<file path="src/sv/dbms_pkg.sv">
`default_nettype none

package dbms_pkg;

    // field widths
    localparam int KIND_W    = 2;
    localparam int MODE_W    = 8;
    localparam int ALT_W     = 21;
    localparam int FIX_W     = 4;
    localparam int HACC_W    = 32;
    localparam int TIME_W    = 48;
    localparam int BOX_W     = 2;
    localparam int STATE_W   = 3;
    localparam int CM_W      = 20;
    localparam int TOUT_W    = 16;
    localparam int TOUT_US_W = 36;
    localparam int CFG_IDX_W = 3;
    localparam int CFG_DATA_W = 32;

    // input kinds
    localparam logic [KIND_W-1:0] KIND_POLL   = 2'd0;
    localparam logic [KIND_W-1:0] KIND_TO_EVT = 2'd1;
    localparam logic [KIND_W-1:0] KIND_LD_EVT = 2'd2;
    localparam logic [KIND_W-1:0] KIND_BOX    = 2'd3;

    // autopilot mode codes
    localparam logic [MODE_W-1:0] MODE_STAB   = 8'd0;
    localparam logic [MODE_W-1:0] MODE_AUTO   = 8'd3;
    localparam logic [MODE_W-1:0] MODE_GUIDED = 8'd4;
    localparam logic [MODE_W-1:0] MODE_RTL    = 8'd6;

    localparam logic [FIX_W-1:0] FIX_RTK = 4'd6;

    // box codes
    localparam logic [BOX_W-1:0] BOX_OTHER    = 2'd0;
    localparam logic [BOX_W-1:0] BOX_AIRBORNE = 2'd1;
    localparam logic [BOX_W-1:0] BOX_LANDED   = 2'd2;

    // register indexes
    localparam logic [CFG_IDX_W-1:0] REG_GPS_TIMEOUT = 3'd0;
    localparam logic [CFG_IDX_W-1:0] REG_HACC_MAX    = 3'd1;
    localparam logic [CFG_IDX_W-1:0] REG_AUTO_ARM    = 3'd2;
    localparam logic [CFG_IDX_W-1:0] REG_TAKEOFF_ALT = 3'd3;
    localparam logic [CFG_IDX_W-1:0] REG_LAND_ALT    = 3'd4;

    // register reset values
    localparam logic [TOUT_W-1:0]    RST_GPS_TIMEOUT = 16'd100;
    localparam logic [TOUT_US_W-1:0] RST_TIMEOUT_US  = 36'd100_000_000;
    localparam logic [HACC_W-1:0]    RST_HACC_MAX    = 32'd1000;
    localparam logic [CM_W-1:0]      RST_TAKEOFF_ALT = 20'd2000;
    localparam logic [CM_W-1:0]      RST_LAND_ALT    = 20'd2000;

    localparam logic [TOUT_US_W-1:0] USEC_PER_SEC = 36'd1_000_000;
    localparam logic [CM_W:0]        ONE_METRE_CM = 21'd100;

    typedef struct packed {
        logic [KIND_W-1:0]       kind;
        logic [MODE_W-1:0]       ap_mode;
        logic                    is_armed;
        logic signed [ALT_W-1:0] altitude_cm;
        logic [FIX_W-1:0]        gps_fix;
        logic [HACC_W-1:0]       gps_hacc;
        logic [TIME_W-1:0]       now_us;
        logic                    ready_flag;
        logic [BOX_W-1:0]        box_code;
    } in_word_t;

    typedef struct packed {
        logic [STATE_W-1:0] mission_state;
        logic               mode_cmd_valid;
        logic [MODE_W-1:0]  mode_cmd;
        logic               arm_cmd;
        logic               takeoff_cmd_valid;
        logic [CM_W-1:0]    takeoff_target_cm;
    } out_word_t;

    typedef struct packed {
        logic [TOUT_US_W-1:0] gps_timeout_us;
        logic [HACC_W-1:0]    gps_hacc_max;
        logic                 auto_arm;
        logic [CM_W-1:0]      takeoff_alt_cm;
        logic [CM_W-1:0]      land_alt_cm;
    } cfg_t;

endpackage

`default_nettype wire

</file>
<file path="src/sv/dbms_in_if.sv">
`default_nettype none

interface dbms_in_if;
    import dbms_pkg::*;

    logic                    valid;
    logic                    ready;
    logic [KIND_W-1:0]       kind;
    logic [MODE_W-1:0]       ap_mode;
    logic                    is_armed;
    logic signed [ALT_W-1:0] altitude_cm;
    logic [FIX_W-1:0]        gps_fix;
    logic [HACC_W-1:0]       gps_hacc;
    logic [TIME_W-1:0]       now_us;
    logic                    ready_flag;
    logic [BOX_W-1:0]        box_code;

    modport source (
        output valid, kind, ap_mode, is_armed, altitude_cm, gps_fix, gps_hacc, now_us,
               ready_flag, box_code,
        input  ready
    );

    modport sink (
        input  valid, kind, ap_mode, is_armed, altitude_cm, gps_fix, gps_hacc, now_us,
               ready_flag, box_code,
        output ready
    );

endinterface

`default_nettype wire

</file>
<file path="src/sv/dbms_out_if.sv">
`default_nettype none

interface dbms_out_if;
    import dbms_pkg::*;

    logic               valid;
    logic               ready;
    logic [STATE_W-1:0] mission_state;
    logic               mode_cmd_valid;
    logic [MODE_W-1:0]  mode_cmd;
    logic               arm_cmd;
    logic               takeoff_cmd_valid;
    logic [CM_W-1:0]    takeoff_target_cm;

    modport source (
        output valid, mission_state, mode_cmd_valid, mode_cmd, arm_cmd, takeoff_cmd_valid,
               takeoff_target_cm,
        input  ready
    );

    modport sink (
        input  valid, mission_state, mode_cmd_valid, mode_cmd, arm_cmd, takeoff_cmd_valid,
               takeoff_target_cm,
        output ready
    );

endinterface

`default_nettype wire

</file>
<file path="src/sv/drone_box_mission_sequencer.sv">
// Takeoff and landing sequencer for a drone working with a docking box. Each input word (poll,
// takeoff-ready event, landing-ready event or box update) gives exactly one result word carrying
// the new mission state and any mode, arm and takeoff commands. One word is accepted every clock
// cycle while the result port is not stalled; each word is captured in the input register at
// acceptance and its result is loaded into the result register when that register is free or
// draining. The rate is set by the update of the sequencer state, which every word reads and
// writes. Configuration writes take effect once the written register is updated; the GPS
// timeout in microseconds is formed from the seconds register by one registered multiply.
`default_nettype none

module drone_box_mission_sequencer (
    input  wire logic                             clk,
    input  wire logic                             rst_n,
    input  wire logic                             cfg_we,
    input  wire logic [dbms_pkg::CFG_IDX_W-1:0]   cfg_index,
    input  wire logic [dbms_pkg::CFG_DATA_W-1:0]  cfg_data,
    dbms_in_if.sink                               in_ch,
    dbms_out_if.source                            out_ch
);
    import dbms_pkg::*;

    cfg_t      cfg;
    in_word_t  in_word_reg;
    logic      in_valid_reg;
    out_word_t out_word_reg;
    logic      out_valid_reg;
    out_word_t res;
    logic      advance;
    logic      in_take;

    // a word moves to the result register whenever that register is free or draining
    assign advance     = in_valid_reg && (!out_valid_reg || out_ch.ready);
    assign in_ch.ready = !in_valid_reg || advance;
    assign in_take     = in_ch.valid && in_ch.ready;

    dbms_cfg u_cfg (
        .clk       (clk),
        .rst_n     (rst_n),
        .cfg_we    (cfg_we),
        .cfg_index (cfg_index),
        .cfg_data  (cfg_data),
        .cfg       (cfg)
    );

    dbms_seq u_seq (
        .clk     (clk),
        .rst_n   (rst_n),
        .advance (advance),
        .word    (in_word_reg),
        .cfg     (cfg),
        .res     (res)
    );

    // input register valid
    always_ff @(posedge clk or negedge rst_n)
    begin
        if (!rst_n)
            in_valid_reg <= 1'b0;
        else if (in_take)
            in_valid_reg <= 1'b1;
        else if (advance)
            in_valid_reg <= 1'b0;
    end

    // input register payload
    always_ff @(posedge clk)
    begin
        if (in_take)
        begin
            in_word_reg.kind        <= in_ch.kind;
            in_word_reg.ap_mode     <= in_ch.ap_mode;
            in_word_reg.is_armed    <= in_ch.is_armed;
            in_word_reg.altitude_cm <= in_ch.altitude_cm;
            in_word_reg.gps_fix     <= in_ch.gps_fix;
            in_word_reg.gps_hacc    <= in_ch.gps_hacc;
            in_word_reg.now_us      <= in_ch.now_us;
            in_word_reg.ready_flag  <= in_ch.ready_flag;
            in_word_reg.box_code    <= in_ch.box_code;
        end
    end

    // result register valid
    always_ff @(posedge clk or negedge rst_n)
    begin
        if (!rst_n)
            out_valid_reg <= 1'b0;
        else if (advance)
            out_valid_reg <= 1'b1;
        else if (out_ch.ready)
            out_valid_reg <= 1'b0;
    end

    // result register payload
    always_ff @(posedge clk)
    begin
        if (advance)
            out_word_reg <= res;
    end

    assign out_ch.valid             = out_valid_reg;
    assign out_ch.mission_state     = out_word_reg.mission_state;
    assign out_ch.mode_cmd_valid    = out_word_reg.mode_cmd_valid;
    assign out_ch.mode_cmd          = out_word_reg.mode_cmd;
    assign out_ch.arm_cmd           = out_word_reg.arm_cmd;
    assign out_ch.takeoff_cmd_valid = out_word_reg.takeoff_cmd_valid;
    assign out_ch.takeoff_target_cm = out_word_reg.takeoff_target_cm;

    // a waiting result is never overwritten
    a_no_overrun: assert property (@(posedge clk) disable iff (!rst_n)
        out_valid_reg && !out_ch.ready |-> !advance)
        else $error("result overwritten before it was taken");

    // a held input word is not replaced before it is processed
    a_in_hold: assert property (@(posedge clk) disable iff (!rst_n)
        in_valid_reg && !advance |-> !in_take)
        else $error("input word replaced before processing");

    // every processed word shows up as a result next cycle
    a_result: assert property (@(posedge clk) disable iff (!rst_n)
        advance |=> out_valid_reg)
        else $error("processed word gave no result");

endmodule

`default_nettype wire

</file>
<file path="src/sv/dbms_cfg.sv">
`default_nettype none

module dbms_cfg (
    input  wire logic                               clk,
    input  wire logic                               rst_n,
    input  wire logic                               cfg_we,
    input  wire logic [dbms_pkg::CFG_IDX_W-1:0]     cfg_index,
    input  wire logic [dbms_pkg::CFG_DATA_W-1:0]    cfg_data,
    output dbms_pkg::cfg_t                          cfg
);
    import dbms_pkg::*;

    logic [TOUT_W-1:0]    gps_timeout_reg;
    logic [TOUT_US_W-1:0] timeout_us_reg;
    logic [TOUT_US_W-1:0] timeout_us_next;
    logic [HACC_W-1:0]    hacc_max_reg;
    logic                 auto_arm_reg;
    logic [CM_W-1:0]      takeoff_alt_reg;
    logic [CM_W-1:0]      land_alt_reg;

    // timeout in microseconds, product registered continuously from the seconds register
    assign timeout_us_next = TOUT_US_W'(gps_timeout_reg) * USEC_PER_SEC;

    // register writes
    always_ff @(posedge clk or negedge rst_n)
    begin
        if (!rst_n)
        begin
            gps_timeout_reg <= RST_GPS_TIMEOUT;
            timeout_us_reg  <= RST_TIMEOUT_US;
            hacc_max_reg    <= RST_HACC_MAX;
            auto_arm_reg    <= 1'b0;
            takeoff_alt_reg <= RST_TAKEOFF_ALT;
            land_alt_reg    <= RST_LAND_ALT;
        end
        else
        begin
            timeout_us_reg <= timeout_us_next;
            if (cfg_we)
            begin
                unique case (cfg_index)
                    REG_GPS_TIMEOUT: gps_timeout_reg <= cfg_data[TOUT_W-1:0];
                    REG_HACC_MAX:    hacc_max_reg    <= cfg_data[HACC_W-1:0];
                    REG_AUTO_ARM:    auto_arm_reg    <= cfg_data[0];
                    REG_TAKEOFF_ALT: takeoff_alt_reg <= cfg_data[CM_W-1:0];
                    REG_LAND_ALT:    land_alt_reg    <= cfg_data[CM_W-1:0];
                    default:         ;
                endcase
            end
        end
    end

    assign cfg.gps_timeout_us = timeout_us_reg;
    assign cfg.gps_hacc_max   = hacc_max_reg;
    assign cfg.auto_arm       = auto_arm_reg;
    assign cfg.takeoff_alt_cm = takeoff_alt_reg;
    assign cfg.land_alt_cm    = land_alt_reg;

endmodule

`default_nettype wire

</file>
<file path="src/sv/dbms_seq.sv">
`default_nettype none

module dbms_seq (
    input  wire logic                clk,
    input  wire logic                rst_n,
    input  wire logic                advance,
    input  wire dbms_pkg::in_word_t  word,
    input  wire dbms_pkg::cfg_t      cfg,
    output dbms_pkg::out_word_t      res
);
    import dbms_pkg::*;

    typedef enum logic [STATE_W-1:0] {
        ST_STANDBY   = 3'd0,
        ST_TO_REQ    = 3'd1,
        ST_TO_READY  = 3'd2,
        ST_AIRBORNE  = 3'd3,
        ST_LD_REQ    = 3'd4,
        ST_LANDING   = 3'd5,
        ST_TOUCHDOWN = 3'd6,
        ST_LANDED    = 3'd7
    } state_t;

    state_t            state_reg;
    state_t            state_next;
    logic [TIME_W-1:0] wait_start_reg;
    logic [TIME_W-1:0] wait_start_next;
    logic [BOX_W-1:0]  box_reg;
    logic [BOX_W-1:0]  box_next;

    logic                    gps_bad;
    logic [TIME_W-1:0]       elapsed;
    logic                    timed_out;
    logic signed [ALT_W:0]   alt_ext;
    logic signed [ALT_W:0]   takeoff_ext;
    logic signed [ALT_W:0]   land_ext;
    logic [CM_W:0]           tgt_sum;
    logic [CM_W-1:0]         tgt;

    // gps quality and timeout
    assign gps_bad   = (word.gps_fix != FIX_RTK) || (word.gps_hacc > cfg.gps_hacc_max);
    assign elapsed   = word.now_us - wait_start_reg;
    assign timed_out = elapsed >= {{(TIME_W-TOUT_US_W){1'b0}}, cfg.gps_timeout_us};

    // altitude compares: altitude sign extended by one bit, configured altitudes zero extended by two
    assign alt_ext     = {word.altitude_cm[ALT_W-1], word.altitude_cm};
    assign takeoff_ext = $signed({2'b00, cfg.takeoff_alt_cm});
    assign land_ext    = $signed({2'b00, cfg.land_alt_cm});

    // takeoff target, one metre above the configured altitude, saturating
    assign tgt_sum = {1'b0, cfg.takeoff_alt_cm} + ONE_METRE_CM;
    assign tgt     = tgt_sum[CM_W] ? {CM_W{1'b1}} : tgt_sum[CM_W-1:0];

    // next state and commands
    always_comb
    begin
        state_next      = state_reg;
        wait_start_next = wait_start_reg;
        box_next        = box_reg;
        res             = '0;
        case (word.kind)
            KIND_POLL:
            begin
                if (word.ap_mode == MODE_STAB)
                begin
                    state_next = ST_STANDBY;
                end
                else
                begin
                    unique case (state_reg)
                        ST_STANDBY:
                        begin
                            if (word.ap_mode == MODE_GUIDED)
                                state_next = ST_TO_REQ;
                        end
                        ST_TO_READY:
                        begin
                            if (word.ap_mode == MODE_GUIDED)
                            begin
                                if (gps_bad)
                                begin
                                    if (wait_start_reg == '0)
                                        wait_start_next = word.now_us;
                                    else if (timed_out)
                                        state_next = ST_LANDED;
                                end
                                else
                                begin
                                    wait_start_next = '0;
                                    res.arm_cmd     = cfg.auto_arm;
                                    if (word.is_armed)
                                    begin
                                        res.takeoff_cmd_valid = 1'b1;
                                        res.takeoff_target_cm = tgt;
                                        if (alt_ext >= takeoff_ext)
                                            state_next = ST_AIRBORNE;
                                    end
                                end
                            end
                        end
                        ST_AIRBORNE:
                        begin
                            if (box_reg == BOX_AIRBORNE)
                            begin
                                if (word.ap_mode == MODE_GUIDED)
                                begin
                                    res.mode_cmd_valid = 1'b1;
                                    res.mode_cmd       = MODE_AUTO;
                                end
                                if ((word.ap_mode == MODE_AUTO) && (alt_ext <= land_ext))
                                    state_next = ST_LD_REQ;
                            end
                        end
                        ST_LD_REQ:
                        begin
                            if ((word.ap_mode == MODE_AUTO) || (word.ap_mode == MODE_RTL))
                            begin
                                res.mode_cmd_valid = 1'b1;
                                res.mode_cmd       = MODE_GUIDED;
                            end
                        end
                        ST_LANDING:
                        begin
                            if (!word.is_armed)
                                state_next = ST_TOUCHDOWN;
                        end
                        ST_TOUCHDOWN:
                        begin
                            if (!word.is_armed)
                                state_next = ST_LANDED;
                        end
                        ST_LANDED:
                        begin
                            if (box_reg == BOX_LANDED)
                                state_next = ST_STANDBY;
                        end
                        default: ;
                    endcase
                end
            end
            KIND_TO_EVT:
            begin
                if (word.ready_flag && (state_reg == ST_TO_REQ))
                    state_next = ST_TO_READY;
            end
            KIND_LD_EVT:
            begin
                if (word.ready_flag && (state_reg == ST_LD_REQ))
                    state_next = ST_LANDING;
            end
            default:
            begin
                box_next = word.box_code;
            end
        endcase
        res.mission_state = state_next;
    end

    // sequencer state
    always_ff @(posedge clk or negedge rst_n)
    begin
        if (!rst_n)
        begin
            state_reg      <= ST_STANDBY;
            wait_start_reg <= '0;
            box_reg        <= BOX_OTHER;
        end
        else if (advance)
        begin
            state_reg      <= state_next;
            wait_start_reg <= wait_start_next;
            box_reg        <= box_next;
        end
    end

    // stabilize always lands in standby
    a_stab_standby: assert property (@(posedge clk) disable iff (!rst_n)
        advance && (word.kind == KIND_POLL) && (word.ap_mode == MODE_STAB)
        |=> state_reg == ST_STANDBY)
        else $error("stabilize poll did not force standby");

    // state only moves when a word is processed
    a_hold: assert property (@(posedge clk) disable iff (!rst_n)
        !advance |=> $stable(state_reg) && $stable(wait_start_reg) && $stable(box_reg))
        else $error("sequencer state moved without a word");

    // a box update leaves the state and gps wait alone
    a_box_only: assert property (@(posedge clk) disable iff (!rst_n)
        advance && (word.kind == KIND_BOX)
        |=> $stable(state_reg) && $stable(wait_start_reg))
        else $error("box update changed the mission state");

    // takeoff is only commanded from takeoff ready
    a_takeoff_src: assert property (@(posedge clk) disable iff (!rst_n)
        res.takeoff_cmd_valid |-> (state_reg == ST_TO_READY) && (word.kind == KIND_POLL))
        else $error("takeoff command outside takeoff ready");

endmodule

`default_nettype wire
</file>
<file path="src/flat_wrapper.sv">
// flat-port wrapper written by rule: the top's interface ports become plain ports
module drone_box_mission_sequencer_flat import dbms_pkg::*;
  (clk, rst_n, cfg_we, cfg_index, cfg_data, in_ch_valid, in_ch_kind, in_ch_ap_mode, in_ch_is_armed, in_ch_altitude_cm, in_ch_gps_fix, in_ch_gps_hacc, in_ch_now_us, in_ch_ready_flag, in_ch_box_code, in_ch_ready, out_ch_valid, out_ch_mission_state, out_ch_mode_cmd_valid, out_ch_mode_cmd, out_ch_arm_cmd, out_ch_takeoff_cmd_valid, out_ch_takeoff_target_cm, out_ch_ready);
  dbms_in_if in_ch_i ();
  dbms_out_if out_ch_i ();
  input  wire logic clk;
  input  wire logic rst_n;
  input  wire logic cfg_we;
  input  wire logic [dbms_pkg::CFG_IDX_W-1:0] cfg_index;
  input  wire logic [dbms_pkg::CFG_DATA_W-1:0] cfg_data;
  input wire logic [$bits(in_ch_i.valid)-1:0] in_ch_valid;
  input wire logic [$bits(in_ch_i.kind)-1:0] in_ch_kind;
  input wire logic [$bits(in_ch_i.ap_mode)-1:0] in_ch_ap_mode;
  input wire logic [$bits(in_ch_i.is_armed)-1:0] in_ch_is_armed;
  input wire logic [$bits(in_ch_i.altitude_cm)-1:0] in_ch_altitude_cm;
  input wire logic [$bits(in_ch_i.gps_fix)-1:0] in_ch_gps_fix;
  input wire logic [$bits(in_ch_i.gps_hacc)-1:0] in_ch_gps_hacc;
  input wire logic [$bits(in_ch_i.now_us)-1:0] in_ch_now_us;
  input wire logic [$bits(in_ch_i.ready_flag)-1:0] in_ch_ready_flag;
  input wire logic [$bits(in_ch_i.box_code)-1:0] in_ch_box_code;
  output wire logic [$bits(in_ch_i.ready)-1:0] in_ch_ready;
  output wire logic [$bits(out_ch_i.valid)-1:0] out_ch_valid;
  output wire logic [$bits(out_ch_i.mission_state)-1:0] out_ch_mission_state;
  output wire logic [$bits(out_ch_i.mode_cmd_valid)-1:0] out_ch_mode_cmd_valid;
  output wire logic [$bits(out_ch_i.mode_cmd)-1:0] out_ch_mode_cmd;
  output wire logic [$bits(out_ch_i.arm_cmd)-1:0] out_ch_arm_cmd;
  output wire logic [$bits(out_ch_i.takeoff_cmd_valid)-1:0] out_ch_takeoff_cmd_valid;
  output wire logic [$bits(out_ch_i.takeoff_target_cm)-1:0] out_ch_takeoff_target_cm;
  input wire logic [$bits(out_ch_i.ready)-1:0] out_ch_ready;
  assign in_ch_i.valid = in_ch_valid;
  assign in_ch_i.kind = in_ch_kind;
  assign in_ch_i.ap_mode = in_ch_ap_mode;
  assign in_ch_i.is_armed = in_ch_is_armed;
  assign in_ch_i.altitude_cm = in_ch_altitude_cm;
  assign in_ch_i.gps_fix = in_ch_gps_fix;
  assign in_ch_i.gps_hacc = in_ch_gps_hacc;
  assign in_ch_i.now_us = in_ch_now_us;
  assign in_ch_i.ready_flag = in_ch_ready_flag;
  assign in_ch_i.box_code = in_ch_box_code;
  assign in_ch_ready = in_ch_i.ready;
  assign out_ch_valid = out_ch_i.valid;
  assign out_ch_mission_state = out_ch_i.mission_state;
  assign out_ch_mode_cmd_valid = out_ch_i.mode_cmd_valid;
  assign out_ch_mode_cmd = out_ch_i.mode_cmd;
  assign out_ch_arm_cmd = out_ch_i.arm_cmd;
  assign out_ch_takeoff_cmd_valid = out_ch_i.takeoff_cmd_valid;
  assign out_ch_takeoff_target_cm = out_ch_i.takeoff_target_cm;
  assign out_ch_i.ready = out_ch_ready;
  drone_box_mission_sequencer u_core (.clk(clk), .rst_n(rst_n), .cfg_we(cfg_we), .cfg_index(cfg_index), .cfg_data(cfg_data), .in_ch(in_ch_i), .out_ch(out_ch_i));
endmodule
</file>
<file path="config.mk">
export PLATFORM = sky130hd
export DESIGN_NAME = drone_box_mission_sequencer_flat
export DESIGN_NICKNAME = d
export VERILOG_FILES = /design/src/sv/dbms_pkg.sv /design/src/sv/dbms_in_if.sv /design/src/sv/dbms_out_if.sv /design/src/sv/drone_box_mission_sequencer.sv /design/src/sv/dbms_cfg.sv /design/src/sv/dbms_seq.sv /design/src/flat_wrapper.sv
export SDC_FILE = /design/constraint.sdc
export NUM_CORES = 1
export LEC_CHECK = 0
export BUFFER_PORTS_ARGS = -buffer_cell sky130_fd_sc_hd__buf_2
export CAP_MARGIN = 10
export CELL_PAD_IN_SITES_DETAIL_PLACEMENT = 0
export CELL_PAD_IN_SITES_GLOBAL_PLACEMENT = 2
export CORE_ASPECT_RATIO = 0.7
export CORE_UTILIZATION = 36
export DETAILED_ROUTE_END_ITERATION = 7
export PLACE_DENSITY_LB_ADDON = 0.15
export SETUP_SLACK_MARGIN = 0.05
export SLEW_MARGIN = 20
export SYNTH_ARGS = -nofsm -noshare
export SYNTH_HDL_FRONTEND = slang
export SYNTH_SLANG_ARGS = --single-unit
</file>
<file path="constraint.sdc">
create_clock -name clk -period 5.2 [get_ports clk]
set_input_delay 1.04 -clock clk [delete_from_list [all_inputs] [get_ports clk]]
set_output_delay 1.04 -clock clk [all_outputs]
set_load 0.01 [all_outputs]
</file>
==> metrics.log <==
INFO  metric result_of_the_run = finished clean
INFO  metric crit_path_start = u_core.u_cfg.gps_timeout_reg[2]
INFO  metric synth-async-reset-ratio = 0.5421
INFO  metric worst-setup-path-type = reg2reg
INFO  metric floorplan.initialDensity = 0.3653
INFO  metric drc = 0
INFO  metric total_leakage_power = 11.40 nW
INFO  metric first_pass_iters = 7
INFO  metric netlist_area = 20820 um^2
INFO  metric place.port_buffers = 189
INFO  metric grt_max_degree = between 90 and 100
INFO  metric seq_power_share = 0.198
INFO  metric share_of_power_burned_in_combinational_logic = 0.653
INFO  metric synth_mux_area_frac = 0.02091
INFO  metric tritoncts_clock_tree = yes
INFO  metric synth_cells = approximately 2000
INFO  metric critPathMaxStageDelay = 590 ps
INFO  metric cp-endpoint = u_core.u_cfg.timeout_us_reg[35]
INFO  metric fp.dieArea = 58820 um^2
INFO  metric dominant_combinational_cell_family_by_area_after_synthesis = adder cells
INFO  metric coreArea = ~57000 um^2
INFO  metric cts.sink_count = 321
INFO  metric cp_common_cell = fa_1
INFO  metric synth_largest_area_cell = edfxtp_1
INFO  metric ctsLongestPathBuffers = 3
INFO  metric cp.required = 5680 ps
INFO  metric worst-endpoint-arrival = 5570 ps
INFO  metric dr_total_vias = about 16000
INFO  metric synth.lib_cells_used.distinct = 86
INFO  metric synth_commonest_cells = inv_1 (271), ha_1 (255), nand2_1 (186)
INFO  metric r2r_slack = approximately 110 ps
INFO  metric fillerInstances = 5564
INFO  metric worst_pin_slew = between 1000 and 1500 ps
INFO  metric yosysMostFrequentCell = inv_1
INFO  metric timing.slew.headroom = 0.2053
INFO  metric grt_setup_unrepaired = true
INFO  metric remaining_antenna_violation_count = 0
INFO  metric power.ir.vdd_worst = 0.001009 V
INFO  metric fp.dieW = just under 300 um
INFO  metric period_needed = between 5000 and 6000 ps
INFO  metric timing.clock.skew = 33.51 ps
INFO  metric xor_and_xnor_area_share_after_synthesis = 0.03197
INFO  metric ctsHoldBuffers = 0
INFO  metric timing.critical_path.to_type = flop
INFO  metric finalSetupViolCount = 0
INFO  metric htreeDepth = 2
INFO  metric grt_pass1_wl = 95670 um
INFO  metric drt_first_iter_violations = 1182
INFO  metric yosys.area.top_type_share = 0.2120
INFO  metric net_count_of_the_finished_layout = 2808
INFO  metric timing.critical_path.cells = fa_1, inv_1, fa_1, fa_1, inv_1, fa_1, ha_1, inv_1, fa_1, inv_2, ha_4, a21oi_2, o21bai_2, a21oi_2, o21ai_1, a21oi_1, buf_4, a21oi_4, a211o_1, a21oi_2, xor2_1
INFO  metric post_layout_nonfiller_instances = 3117
INFO  metric hold_path_depth = 1
INFO  metric synth_edf_count = 147
INFO  metric antenna_violations_before_repair = 3
INFO  metric internal_power = 10.13 mW
INFO  metric crit_fanout = 4
INFO  metric grt-ovfl-total = 0
INFO  metric slew_violations = 0
INFO  metric dominantRegCellSynth = edfxtp_1
INFO  metric post_synth_fa_ha_maj_area_fraction = 0.2071
INFO  metric root_buffer = clkbuf_16
INFO  metric hold_path_class = reg2reg
INFO  metric cts-buffers-inserted = 37
INFO  metric timing.rr.end = u_core.u_cfg.timeout_us_reg[35]
INFO  metric area_growth = 21.02%
INFO  metric post_synth_and_or_nand_nor_area_fraction = 0.1058
INFO  metric maxClockFrequency = ~200 MHz
INFO  metric post_route_cells_drive_above_1_share = 0.2299
INFO  metric cell_types_with_the_largest_area_share_after_synthesis = edfxtp_1 (21%), dfrtp_1 (17%), ha_1 (15%)
INFO  metric cap_viol_max_count = 0
INFO  metric detail_route.vias_per_cell = 5.154
INFO  metric hold_path.startpoint = u_core.in_word_reg[0]
INFO  metric tns = 0 ps
INFO  metric largest_register_ff_count = between 100 and 150
INFO  metric dp_cells = 3029
INFO  metric ys_warn_count = 0
INFO  metric power_density = 699.1 nW/um^2
INFO  metric sequential_share_of_the_synthesized_area = 0.4231
INFO  metric r2r-start = u_core.u_cfg.gps_timeout_reg[2]
INFO  metric finalHoldViolations = 0
INFO  metric clkPwrFrac = 0.148
INFO  metric total_track_usage = 0.2133
INFO  metric finalWirelength = 61690 um
INFO  metric synth.avg_cell_area = approximately 10 um^2
INFO  metric clk_latency = 580 ps
INFO  metric synth_seq_cells = about 320
INFO  metric cpMaxStageDelayCell = dfstp_2
INFO  metric clock_slew_at_reported_path_ffs = approximately 60 ps
INFO  metric row_count = 73
INFO  metric timing.reg2reg.worst_path_depth = 21
INFO  metric grt_pass1_vias = 16100
INFO  metric gp_congestion = about 0.9
INFO  metric netSwitchingPower = 7.481 mW
INFO  metric io_pins = 195
INFO  metric swShare = 0.4247
INFO  metric post-route-period-util = 0.9792
INFO  metric synth_compound_gate_area_share = 0.1484
INFO  metric die-height = 203.2 um
INFO  metric post_drt_wl_per_cell = a little under 20 um
INFO  metric dpl.hpwl = ~48000 um
INFO  metric critPathLaunchType = flop
power groups by stage:
stage | combinational, mW | clock (mW) | sequential (mW)
floorplan | 7.23 | 0 | 3.49
global placement | 10.2 | 0 | 3.53
detailed placement | 10.2 | 0 | 3.54
CTS | 11.0 | 2.70 | 3.49
global route | 13.1 | 2.81 | 3.54
finish | 11.5 | 2.61 | 3.49
area by class of cell:
| class | count | area (um^2) | share of cell area |
|---|---|---|---|
| diodes | 1 | 2.502 | 0.00009931 |
| clock buffers | 51 | 1020 | 0.04047 |
| clock inverters | 16 | 155.1 | 0.006157 |
| inverters | 271 | 1017 | 0.04037 |
| multi-input cells | 1365 | 11100 | 0.4406 |
| flip-flops and latches | 321 | 8810 | 0.3496 |
| well taps | 750 | 938.4 | 0.03724 |
| repair buffers | 342 | 2152 | 0.08541 |
routing by layer:
layer / global-route usage / part of all wire / wire length, um
met1: 0.3426 / 0.54 / 33110
met2: 0.2913 / 0.40 / 24530
met3: 0.03993 / 0.051 / 3135
met4: 0.04211 / 0.015 / 917
met5: 0 / 0 / 0
through the flow:
stage                     total power [mW]  cell area [um^2]  setup slack [ps]  hold WS [ps]    util
final                                17.61             25200             108.0         480.1  0.4421
after global routing                 19.44             25200            -130.9         498.9  0.4421
after CTS                            17.21             24940             54.92         484.6  0.4375
after detailed placement             13.74             23550            -278.8         474.3  0.4131
after global placement               13.76             23550            -147.3         467.3  0.4131
after floorplan                      10.73             20860             90.99         419.3       -
worst min path at each step:
stage                                endpoint  slack, ps
2_1_floorplan  u_core.u_cfg.timeout_us_reg[8]        420
3_3_place_gp          u_core.u_seq.box_reg[1]        470
3_5_place_dp          u_core.u_seq.box_reg[0]        470
4_1_cts               u_core.u_seq.box_reg[0]        480
5_1_grt               u_core.u_seq.box_reg[0]        500
6_report              u_core.u_seq.box_reg[0]        480
kinds of logic after synthesis:
kind of cell	Yosys count
AOI/OAI and AO/OA	479
xor gates and xnor gates	76
adders and majority gates	311
buffers and inverters	336
DFF	321
muxes	39
other	1
and+or+nand+nor	455
layout by cell type, fill, tap and decap left out, types with 45 or more instances in the layout:
master	n
a21o_1	47
nor2_1	73
xnor2_1	54
nand2_1	185
inv_1	269
buf_4	147
ha_1	251
dfrtp_1	141
edfxtp_1	147
nand4_1	45
buf_2	188
a21oi_1	114
o31ai_1	53
fa_1	56
o21ai_0	107
critical path: cells and delay by family (launching register included):
family	cells	cell delay (ps)
buf+inv	5	360
fa+ha+maj	7	2770
xor+xnor	1	140
flops	1	590
compound gates	8	1130
repair_timing:
item                       4_1_cts  5_1_grt
gates cloned                     0        0
setup endpoints to repair       12       14
gates resized for setup         28       44
setup buffers                   13        7
pin swaps                       24       46
No activity file was read; power rests on OpenSTA's default activity.
